$ cat src/rtl/wsfp_pkg.sv
// Shared types and constants for the WebSocket frame parser.
package wsfp_pkg;

    // Parser phase: where in the frame the next stream byte belongs.
    typedef enum logic [2:0] {
        PH_HDR0  = 3'd0,
        PH_HDR1  = 3'd1,
        PH_LEN16 = 3'd2,
        PH_LEN64 = 3'd3,
        PH_MASK  = 3'd4,
        PH_DATA  = 3'd5
    } t_phase;

    typedef enum logic [1:0] {
        KIND_PAYLOAD = 2'd0,
        KIND_PING    = 2'd1,
        KIND_END     = 2'd2
    } t_kind;

    localparam logic [6:0] LEN16_CODE = 7'd126;
    localparam logic [6:0] LEN64_CODE = 7'd127;
    localparam logic [3:0] OPC_CONT   = 4'd0;
    localparam logic [3:0] OPC_PING   = 4'd9;

    // Result queue depth; one byte can produce two results.
    localparam int QDEPTH = 4;
    localparam int QAW    = $clog2(QDEPTH);
    localparam int QCW    = $clog2(QDEPTH + 1);

    typedef struct packed {
        t_kind       kind;
        logic [7:0]  payload_byte;
        logic [3:0]  message_opcode;
        logic        message_end;
        logic        run_last;
    } t_result;

    // Results produced by one stream byte, first in order first.
    typedef struct packed {
        logic [1:0] num;
        t_result    first;
        t_result    second;
    } t_emit;

endpackage

$ cat src/rtl/websocket_frame_parser_top.sv
// Top level of the WebSocket frame parser.
//
// Input channel: one stream byte per request on i_stream_byte, handshake
// i_in_valid / o_in_stall. Output channel: one result per request on o_kind,
// o_payload_byte, o_message_opcode, o_message_end and o_run_last, handshake
// o_out_valid / i_out_stall.
// A byte is captured in an input register, parsed from there once the queue
// has room, and its results sit in a four-entry result queue that drives the
// outputs. The first result of a byte passes the input register and then the
// queue memory before it is visible on the outputs.
// Throughput is one byte per cycle; the parser only advances while the queue
// can take two more results. A ping header that also ends an empty frame
// yields two results, which the queue drains one per cycle unless stalled.
// Reset is synchronous and active low; it returns the parser to the first
// header byte and empties the queue. Nothing needs to be cleared afterwards.
// While the receiver stalls, the head result holds and the queue fills;
// o_in_stall rises once the queue is nearly full and a byte is waiting.
module websocket_frame_parser_top (
    input  logic       i_clk,
    input  logic       i_rst_n,
    input  logic       i_in_valid,
    output logic       o_in_stall,
    input  logic [7:0] i_stream_byte,
    output logic       o_out_valid,
    input  logic       i_out_stall,
    output logic [1:0] o_kind,
    output logic [7:0] o_payload_byte,
    output logic [3:0] o_message_opcode,
    output logic       o_message_end,
    output logic       o_run_last
);
    import wsfp_pkg::*;

    logic       r_in_valid, n_in_valid;
    logic [7:0] r_in_byte;
    logic       go;
    logic       room;
    t_emit      emit;
    t_result    head;

    assign go         = r_in_valid && room;
    assign o_in_stall = r_in_valid && !room;

    always_comb begin
        n_in_valid = r_in_valid;
        if (!o_in_stall) begin
            n_in_valid = i_in_valid;
        end
    end

    always_ff @(posedge i_clk) begin
        if (!i_rst_n) begin
            r_in_valid <= 1'b0;
        end else begin
            r_in_valid <= n_in_valid;
        end
    end

    always_ff @(posedge i_clk) begin
        if (i_in_valid && !o_in_stall) begin
            r_in_byte <= i_stream_byte;
        end
    end

    wsfp_parser u_parser (
        .i_clk   (i_clk),
        .i_rst_n (i_rst_n),
        .i_go    (go),
        .i_byte  (r_in_byte),
        .o_emit  (emit)
    );

    wsfp_outq u_outq (
        .i_clk   (i_clk),
        .i_rst_n (i_rst_n),
        .i_push  (emit),
        .o_room  (room),
        .o_valid (o_out_valid),
        .i_stall (i_out_stall),
        .o_data  (head)
    );

    assign o_kind           = head.kind;
    assign o_payload_byte   = head.payload_byte;
    assign o_message_opcode = head.message_opcode;
    assign o_message_end    = head.message_end;
    assign o_run_last       = head.run_last;

endmodule

$ cat src/rtl/wsfp_parser.sv
// Header, length and mask key tracking, payload unmasking; one byte per cycle on i_go.
module wsfp_parser (
    input  logic             i_clk,
    input  logic             i_rst_n,
    input  logic             i_go,
    input  logic [7:0]       i_byte,
    output wsfp_pkg::t_emit  o_emit
);
    import wsfp_pkg::*;

    t_phase      r_phase, n_phase;
    logic [2:0]  r_cnt, n_cnt;
    logic        r_fin, n_fin;
    logic        r_masked, n_masked;
    logic [3:0]  r_opcode, n_opcode;
    logic [63:0] r_rem, n_rem;
    logic [31:0] r_key, n_key;
    logic [1:0]  r_keypos, n_keypos;

    logic        ping_seen;
    logic        end_mark;
    logic        data_out;
    logic        data_end;
    logic [7:0]  data_byte;
    logic [7:0]  key_byte;
    logic [63:0] rem_dec;
    logic        len_done;
    logic        key_done;
    logic        start_payload;
    t_result     ping_res, end_res, data_res;

    always_comb begin
        case (r_keypos)
            2'd0:    key_byte = r_key[31:24];
            2'd1:    key_byte = r_key[23:16];
            2'd2:    key_byte = r_key[15:8];
            default: key_byte = r_key[7:0];
        endcase
    end

    assign rem_dec = r_rem - 64'd1;

    // Next state of the parser.
    always_comb begin
        n_phase   = r_phase;
        n_cnt     = r_cnt;
        n_fin     = r_fin;
        n_masked  = r_masked;
        n_opcode  = r_opcode;
        n_rem     = r_rem;
        n_key     = r_key;
        n_keypos  = r_keypos;
        ping_seen = 1'b0;
        data_out  = 1'b0;
        data_end  = 1'b0;
        data_byte = 8'd0;
        len_done  = 1'b0;
        key_done  = 1'b0;
        start_payload = 1'b0;
        end_mark  = 1'b0;

        case (r_phase)
            PH_HDR1: begin
                n_masked  = i_byte[7];
                ping_seen = (r_opcode == OPC_PING);
                n_cnt     = 3'd0;
                n_rem     = 64'd0;
                if (i_byte[6:0] == LEN16_CODE) begin
                    n_phase = PH_LEN16;
                end else if (i_byte[6:0] == LEN64_CODE) begin
                    n_phase = PH_LEN64;
                end else begin
                    n_rem    = {57'd0, i_byte[6:0]};
                    len_done = 1'b1;
                end
            end
            PH_LEN16: begin
                n_rem = {48'd0, r_rem[7:0], i_byte};
                if (r_cnt >= 3'd1) begin
                    len_done = 1'b1;
                end else begin
                    n_cnt = r_cnt + 3'd1;
                end
            end
            PH_LEN64: begin
                n_rem = {r_rem[55:0], i_byte};
                if (r_cnt == 3'd7) begin
                    len_done = 1'b1;
                end else begin
                    n_cnt = r_cnt + 3'd1;
                end
            end
            PH_MASK: begin
                n_key = {r_key[23:0], i_byte};
                if (r_cnt >= 3'd3) begin
                    n_cnt    = 3'd0;
                    key_done = 1'b1;
                end else begin
                    n_cnt = r_cnt + 3'd1;
                end
            end
            PH_DATA: begin
                data_out  = 1'b1;
                data_byte = r_masked ? (i_byte ^ key_byte) : i_byte;
                n_keypos  = r_keypos + 2'd1;
                n_rem     = rem_dec;
                data_end  = r_fin && (rem_dec == 64'd0);
                if (rem_dec == 64'd0) begin
                    n_phase = PH_HDR0;
                end
            end
            default: begin
                n_fin = i_byte[7];
                if (i_byte[3:0] != OPC_CONT) begin
                    n_opcode = i_byte[3:0];
                end
                n_phase = PH_HDR1;
            end
        endcase

        // Length complete: collect the mask key first when the frame is masked.
        if (len_done) begin
            n_cnt = 3'd0;
            if (n_masked) begin
                n_phase = PH_MASK;
            end else begin
                start_payload = 1'b1;
            end
        end
        if (key_done) begin
            start_payload = 1'b1;
        end
        if (start_payload) begin
            n_keypos = 2'd0;
            if (n_rem == 64'd0) begin
                n_phase  = PH_HDR0;
                end_mark = r_fin;
            end else begin
                n_phase = PH_DATA;
            end
        end
    end

    // Result assembly; the ping notice always comes before an end marker.
    always_comb begin
        ping_res = '{kind: KIND_PING, payload_byte: 8'd0, message_opcode: r_opcode,
                     message_end: 1'b0, run_last: !end_mark};
        end_res  = '{kind: KIND_END, payload_byte: 8'd0, message_opcode: r_opcode,
                     message_end: 1'b1, run_last: 1'b1};
        data_res = '{kind: KIND_PAYLOAD, payload_byte: data_byte, message_opcode: r_opcode,
                     message_end: data_end, run_last: 1'b1};
        o_emit = '0;
        if (i_go) begin
            if (data_out) begin
                o_emit.num   = 2'd1;
                o_emit.first = data_res;
            end else if (ping_seen) begin
                o_emit.num    = end_mark ? 2'd2 : 2'd1;
                o_emit.first  = ping_res;
                o_emit.second = end_res;
            end else if (end_mark) begin
                o_emit.num   = 2'd1;
                o_emit.first = end_res;
            end
        end
    end

    always_ff @(posedge i_clk) begin
        if (!i_rst_n) begin
            r_phase  <= PH_HDR0;
            r_cnt    <= 3'd0;
            r_fin    <= 1'b0;
            r_masked <= 1'b0;
            r_opcode <= 4'd0;
            r_rem    <= 64'd0;
            r_key    <= 32'd0;
            r_keypos <= 2'd0;
        end else if (i_go) begin
            r_phase  <= n_phase;
            r_cnt    <= n_cnt;
            r_fin    <= n_fin;
            r_masked <= n_masked;
            r_opcode <= n_opcode;
            r_rem    <= n_rem;
            r_key    <= n_key;
            r_keypos <= n_keypos;
        end
    end

    // The payload phase is only ever entered with bytes left to deliver.
    a_data_nonzero: assert property (@(posedge i_clk) disable iff (!i_rst_n)
        (r_phase == PH_DATA) |-> (r_rem != 64'd0))
        else $error("payload phase with zero remaining length");

    // Two results only come from a ping header that also closes an empty frame.
    a_two_results: assert property (@(posedge i_clk) disable iff (!i_rst_n)
        (o_emit.num == 2'd2) |-> (r_phase == PH_HDR1 && r_opcode == OPC_PING))
        else $error("two results outside a ping header");

endmodule

$ cat src/rtl/wsfp_outq.sv
// Small result queue taking up to two results per cycle and delivering one unless i_stall holds it.
module wsfp_outq (
    input  logic               i_clk,
    input  logic               i_rst_n,
    input  wsfp_pkg::t_emit    i_push,
    output logic               o_room,
    output logic               o_valid,
    input  logic               i_stall,
    output wsfp_pkg::t_result  o_data
);
    import wsfp_pkg::*;

    t_result          r_mem [QDEPTH];
    logic [QAW-1:0]   r_head, n_head;
    logic [QAW-1:0]   r_tail, n_tail;
    logic [QCW-1:0]   r_count, n_count;
    logic             pop;
    logic [QAW-1:0]   tail_next;

    assign o_valid   = (r_count != '0);
    assign o_data    = r_mem[r_head];
    assign pop       = o_valid && !i_stall;
    // Room for a worst-case request, judged on the registered fill level.
    assign o_room    = (r_count <= QCW'(QDEPTH - 2));
    assign tail_next = r_tail + QAW'(1);

    always_comb begin
        n_head  = pop ? r_head + QAW'(1) : r_head;
        n_tail  = r_tail + QAW'(i_push.num);
        n_count = r_count + QCW'(i_push.num) - QCW'(pop);
    end

    always_ff @(posedge i_clk) begin
        if (i_push.num != 2'd0) begin
            r_mem[r_tail] <= i_push.first;
        end
        if (i_push.num == 2'd2) begin
            r_mem[tail_next] <= i_push.second;
        end
    end

    always_ff @(posedge i_clk) begin
        if (!i_rst_n) begin
            r_head  <= '0;
            r_tail  <= '0;
            r_count <= '0;
        end else begin
            r_head  <= n_head;
            r_tail  <= n_tail;
            r_count <= n_count;
        end
    end

    a_no_overflow: assert property (@(posedge i_clk) disable iff (!i_rst_n)
        r_count <= QCW'(QDEPTH))
        else $error("result queue overfilled");

    a_push_room: assert property (@(posedge i_clk) disable iff (!i_rst_n)
        (i_push.num != 2'd0) |-> o_room)
        else $error("results pushed without room");

    a_fill_track: assert property (@(posedge i_clk) disable iff (!i_rst_n)
        (r_count == '0) |-> (r_head == r_tail))
        else $error("empty queue with head and tail apart");

endmodule

$ cat config.mk
export PLATFORM = sky130hd
export DESIGN_NAME = websocket_frame_parser_top
export DESIGN_NICKNAME = d
export VERILOG_FILES = /design/src/rtl/wsfp_pkg.sv /design/src/rtl/websocket_frame_parser_top.sv /design/src/rtl/wsfp_parser.sv /design/src/rtl/wsfp_outq.sv
export SDC_FILE = /design/constraint.sdc
export NUM_CORES = 1
export LEC_CHECK = 0
export ABC_AREA = 1
export BUFFER_PORTS_ARGS = -buffer_cell sky130_fd_sc_hd__buf_2
export CORE_AREA = 3 3 150 152
export CTS_BUF_LIST = sky130_fd_sc_hd__clkbuf_4 sky130_fd_sc_hd__clkbuf_8 sky130_fd_sc_hd__clkbuf_16
export CTS_CLUSTER_SIZE = 16
export DETAILED_ROUTE_END_ITERATION = 10
export DIE_AREA = 0 0 153 155
export PLACE_DENSITY = 0.84
export SLEW_MARGIN = 40
export SYNTH_ARGS = -nofsm -noshare
export SYNTH_HDL_FRONTEND = slang
export SYNTH_SLANG_ARGS = --single-unit
$ cat constraint.sdc
create_clock -name i_clk -period 3.7 [get_ports i_clk]
set_input_delay 0.74 -clock i_clk [delete_from_list [all_inputs] [get_ports i_clk]]
set_output_delay 0.74 -clock i_clk [all_outputs]
set_load 0.05 [all_outputs]
* Yosys cells after proc, flatten, opt, wreduce, memory -nomap -nowiden
Memories as Yosys holds them, arrays and structs flattened. A register that Yosys moved wholly into a read port is not among the register bits. Index checks and enable logic that the tools add are counted.
Cells by class: add/subtract/negate cells 8, magnitude comparators 3, eq/ne operators 14, mux-type cells 50, bitwise gates (word level) 2, reductions and logical operators 24
Operators by type and width (count):
- $pmux W64 S4 | 1
- $logic_not A64 Y1 | 2
- $mux W64 | 1
- $sub A64 B1 Y64 const B | 1
- $mux W18 | 2
- $mux W34 | 1
- $mux W3 | 11
- $mux W16 | 2
- $pmux W8 S3 | 1
- $mux W1 | 19
- $mux W17 | 1
- $mux W8 | 2
- $eq A7 B7 Y1 const B | 2
- $pmux W3 S4 | 1
- $mux W2 | 5
- $eq A3 B3 Y1 const B | 3
- $pmux W3 S3 | 1
- $xor A8 B8 Y8 | 1
- $mux W7 | 1
- $add A2 B1 Y2 const B | 3
- $eq A3 B2 Y1 const B | 2
- $ne A3 B2 Y1 const B | 2
- $reduce_and A2 Y1 | 3
- $logic_and A1 B1 Y1 | 5
- 23 further kinds | 28
Storage, ports and cells: flip-flop bits (word level) 126, RAM bits 64, word-level logic and storage cells 115, memories 1
Memory list:
- u_outq.r_mem | depth 4, width 16, read ports 1, clocked after Yosys merged registers in 1, wr ports 2, line wsfp_outq.sv:13 | t_result r_mem [QDEPTH];

* Depth between registers and ports, before layout
word-level depth 14, gate-level depth with buffers 28, depth with buffers taken out 27

* Modules after synthesis
From an unflattened synthesis, not the netlist that was laid out.
Unflattened totals: cells, all modules 2148, area total of the unflattened synthesis 13663.1 um2
By module, submodules not included:
- wsfp_parser | times used 1, cells each 1751, area each 9534.1 um2
- wsfp_outq | times used 1, cells each 379, area each 3828.7 um2
- websocket_frame_parser_top | times used 1, cells each 18, area each 300.3 um2

* Worst setup path after synthesis
OpenSTA, ideal clock, no wires.
path kind register -> register, from reg u_parser.r_rem[0], to mem u_outq.r_mem[1][0] in the netlist's numbering, enable pin, arrival time 3379 ps, data required time 3405 ps, path slack 26 ps, cell stages (with the launch flop) 25, path buffers 1, period minus slack after synthesis 3674 ps, cell sequence dfxtp_1 -> inv_1 -> ha_1 -> nand2_4 -> nor2_8 -> nand3b_4 -> or2_1 -> nand3_2 -> nand3_2 -> nor2_1 -> nand2_1 -> nor2_2 -> nand2_1 -> nor2_2 -> nand3_2 -> inv_1 -> ha_1 -> inv_1 -> o21ai_1 -> inv_1 -> a31oi_1 -> nor3_1 -> inv_1 -> buf_2 -> nand2_1
RTL lines:
- from (decl) | line wsfp_parser.sv:16 | logic [63:0] r_rem, n_rem;
- from (signal assigned) | line wsfp_parser.sv:184 | r_rem <= n_rem;
- to (decl) | line wsfp_outq.sv:13

==> reports/summary.txt <==
Peak supply drop: 0.4001 mV
# diodes: 0
Fin. Hold Viols: 0
Synth-to-Final Area Change: 35.58%
Util after Layout: 0.7830
Netlist Area Pre-Place: 12,220 sq um
Hpwl dp: 30,610 um
Crit-path slowest cell: dfxtp_4
Status: finished, violations left
Total Wirelength: 48,860 um
Vias in the first global route: 13,900
DRT Pass-1 Iters: 7
Longest Clk Path Bufs: 2
P_leak: 0.007883 uW
CP required: 4.09 ns
Critical path peak fanout: 5
Initial antenna violation count: 0
Finished Layout Cells: 2,481
Post-Syn Nets: 1,954
Post-Syn Instances: 1,925
I/O pins: 30
Placement Setup Slack: -0.5180 ns
Dpl cells: 2,416
Clock-pin slew on the worst setup and hold paths: 0.09 ns
CP peak stage delay: 0.38 ns
GRT Total Usage: 0.3682
Row count: 53
Largest net degree at the start of global routing: 97
Max Cap Violations: 0
Slew Viols, Final: 0
CTS tree: yes
Mean Syn Cell Area: 6.347 sq um
TritonCTS buffer count: 17
Final #Nets: 2,222
# clock sinks: 192
Die Area: 23,720 sq um
Post-DP Area: 14,500 sq um
HP Class: input pin to flip-flop
1st-iter DRT viols: 2,226
Endpoints failing setup: 91
Distinct cell type count after synthesis: 50
Final instance area: 16,560 sq um
Worst-Margin Slew: 0.7843 ns
Failing checks: setup timing
Htree depth: 4
Slew margin rel.: 0.4771
Initial Util: 0.5776
Die Ht: 155 um
#FFs+latches synth: 192
RePlAce Congestion: 1.008
Fmax: 251.5 MHz
Post-route ant nets: 0
Power Density: 620.7 nW/um^2
Fill cells: 1,393
# DRC: 0
Core footprint: 21,150 sq um
Worst-Skew Late Latency: 0.45 ns
WP data arrival: 4.36 ns
Final worst slack: -0.2754 ns
Crit end category: flip-flop
Period utilization: 1.074
Gr ovfl total: 0
Root Buffer: clkbuf_16
Drt via density: 6.133
Number of I/O port buffers: 29
Setup crit start kind: flip-flop
Die width: 153 um
Sequential share of the synthesized area: 0.3441
Hold_ws: 0.4627 ns
Layout cells sized above 1: 0.3069
Yosys Warn Count: 0
Via count: 15,220
Clock Skew: 0.01296 ns
Setup CP Type: flip-flop to flip-flop
RSZ-0062 raised after global routing: yes
Tmin final: 3.975 ns
Post-DR wirelength/cell: 19.69 um
First-pass GRT wire length: 71,160 um
==> power by group <==
| group | switching [uW] | internal [uW] | leakage (uW) | total, uW |
|---|---|---|---|---|
| Combinational | 3500 | 2140 | 0.00592 | 5640 |
| Clock | 1030 | 967 | 0.000306 | 2000 |
| Sequential | 297 | 2350 | 0.00165 | 2640 |
==> state kept, by name, summed over array words and instances (netlist names), named ones only <==
register / cells
r_in_valid: 1
u_outq.r_mem: 64
u_parser.r_key: 32
u_parser.r_keypos: 2
u_outq.r_head: 2
r_in_byte: 8
u_parser.r_rem: 64
u_parser.r_opcode: 4
u_outq.r_tail: 2
u_parser.r_fin: 1
u_parser.r_phase: 3
u_outq.r_count: 3
u_parser.r_masked: 1
u_parser.r_cnt: 3
==> per-stage QoR <==
stage | TNS (ns) | power, uW
floorplan | 0 | 5235
global placement | -24.42 | 7043
detailed placement | -30.13 | 7110
CTS | -0.3170 | 9583
global route | -27.30 | 10700
finish | -11.06 | 10280
==> path summary, 6_finish.rpt <==
path	from	endpoint	slack, ns	cells after the start
min reg2reg	u_outq.r_mem[1][12]	u_outq.r_mem[1][12]	0.47	2
max reg2reg	u_parser.r_rem[19]	u_outq.r_mem[0][9]	-0.28	29
max	u_parser.r_rem[19]	u_outq.r_mem[0][9]	-0.28	29
min	i_stream_byte[4]	r_in_byte[4]	0.46	1
==> cell usage after synthesis, drive strengths merged <==
cell	n	area (sq um)
a32oi	1	8.760
or2	2	12.52
a211o	1	8.760
and3	1	6.260
clkinv	1	3.750
nor3	6	30.03
a22oi	5	37.54
o31ai	1	21.27
o221a	1	11.26
buf	23	111.4
a211oi	3	22.52
o211ai	3	22.52
xnor2	3	26.28
ha	16	200.2
a21oi	109	545.5
a221oi	1	8.760
clkbuf	55	216.5
nor4	2	12.51
xor2	26	227.7
nand2	503	1978
inv	196	735.7
o21bai	5	37.54
o21ai	191	955.9
and2	6	37.53
nor2	360	1518
edfxtp	36	1081
o22ai	19	118.9
o41ai	1	8.760
dfxtp	156	3123
a21o	1	7.510
nand3	170	920.9
a31oi	11	68.82
fa	1	20.02
nand3b	3	35.03
nand4	6	37.54
==> layout make-up <==
class | instances | area (sq um) | share of cell area
multi-input cells | 1458 | 7998 | 0.4828
flip-flops and latches | 192 | 4252 | 0.2567
repair buffers | 327 | 2594 | 0.1566
inverters | 197 | 747.0 | 0.04509
clock buffers | 18 | 450.4 | 0.02719
well taps | 275 | 344.1 | 0.02077
clock inverters | 14 | 180.2 | 0.01088
==> cells by family (layout without fill, tap and decap cells) <==
family                     count (synthesis)  count (layout)  synth area share
and+or+nand+nor                         1059            1059            0.3755
AOI/OAI and AO/OA                        353             353            0.1542
buffers and inverters                    275             556           0.08735
DFF                                      192             192            0.3441
xor gates and xnor gates                  29              29           0.02079
adders and majority gates                 17              17           0.01802
==> timing repair <==
item / CTS / global route
pin swaps: 68 / 54
buffers inserted: 26 / 7
resized for setup: 179 / 160
gates cloned: 0 / 1
hold buffers: 0 / 0
setup endpoints to repair: 96 / 97
==> worst max-delay path, delay by kind of cell, from the launching register on <==
kind	cells	cell delay, ns
AND/OR/NAND/NOR	17	1.91
adder cells (fa/ha/maj)	1	0.14
AO/OA/AOI/OAI	2	0.38
flip-flops	1	0.38
buffers and inverters	9	1.12
==> layer usage <==
layer | global-route usage | up-vias | routed length (um)
met5 | 0 | - | 0
met1 | 0.4748 | 6846 | 17550
li1 | - | 6761 | -
met4 | 0.1536 | 0 | 3089
met3 | 0.07844 | 332 | 6212
met2 | 0.6032 | 1276 | 22010
==> layout by cell type, fill, tap and decap left out, drive strengths merged, types with 5 or more instances in the layout <==
master	n
and2	6
buf	326
edfxtp	36
nand2	503
nor3	6
nand3	170
nor2	360
o21ai	191
ha	16
clkbuf	19
a21oi	109
inv	203
o22ai	19
clkinv	8
nand4	6
xor2	26
dfxtp	156
a31oi	11
a22oi	5
o21bai	5
No activity file was read; power rests on OpenSTA's default activity.
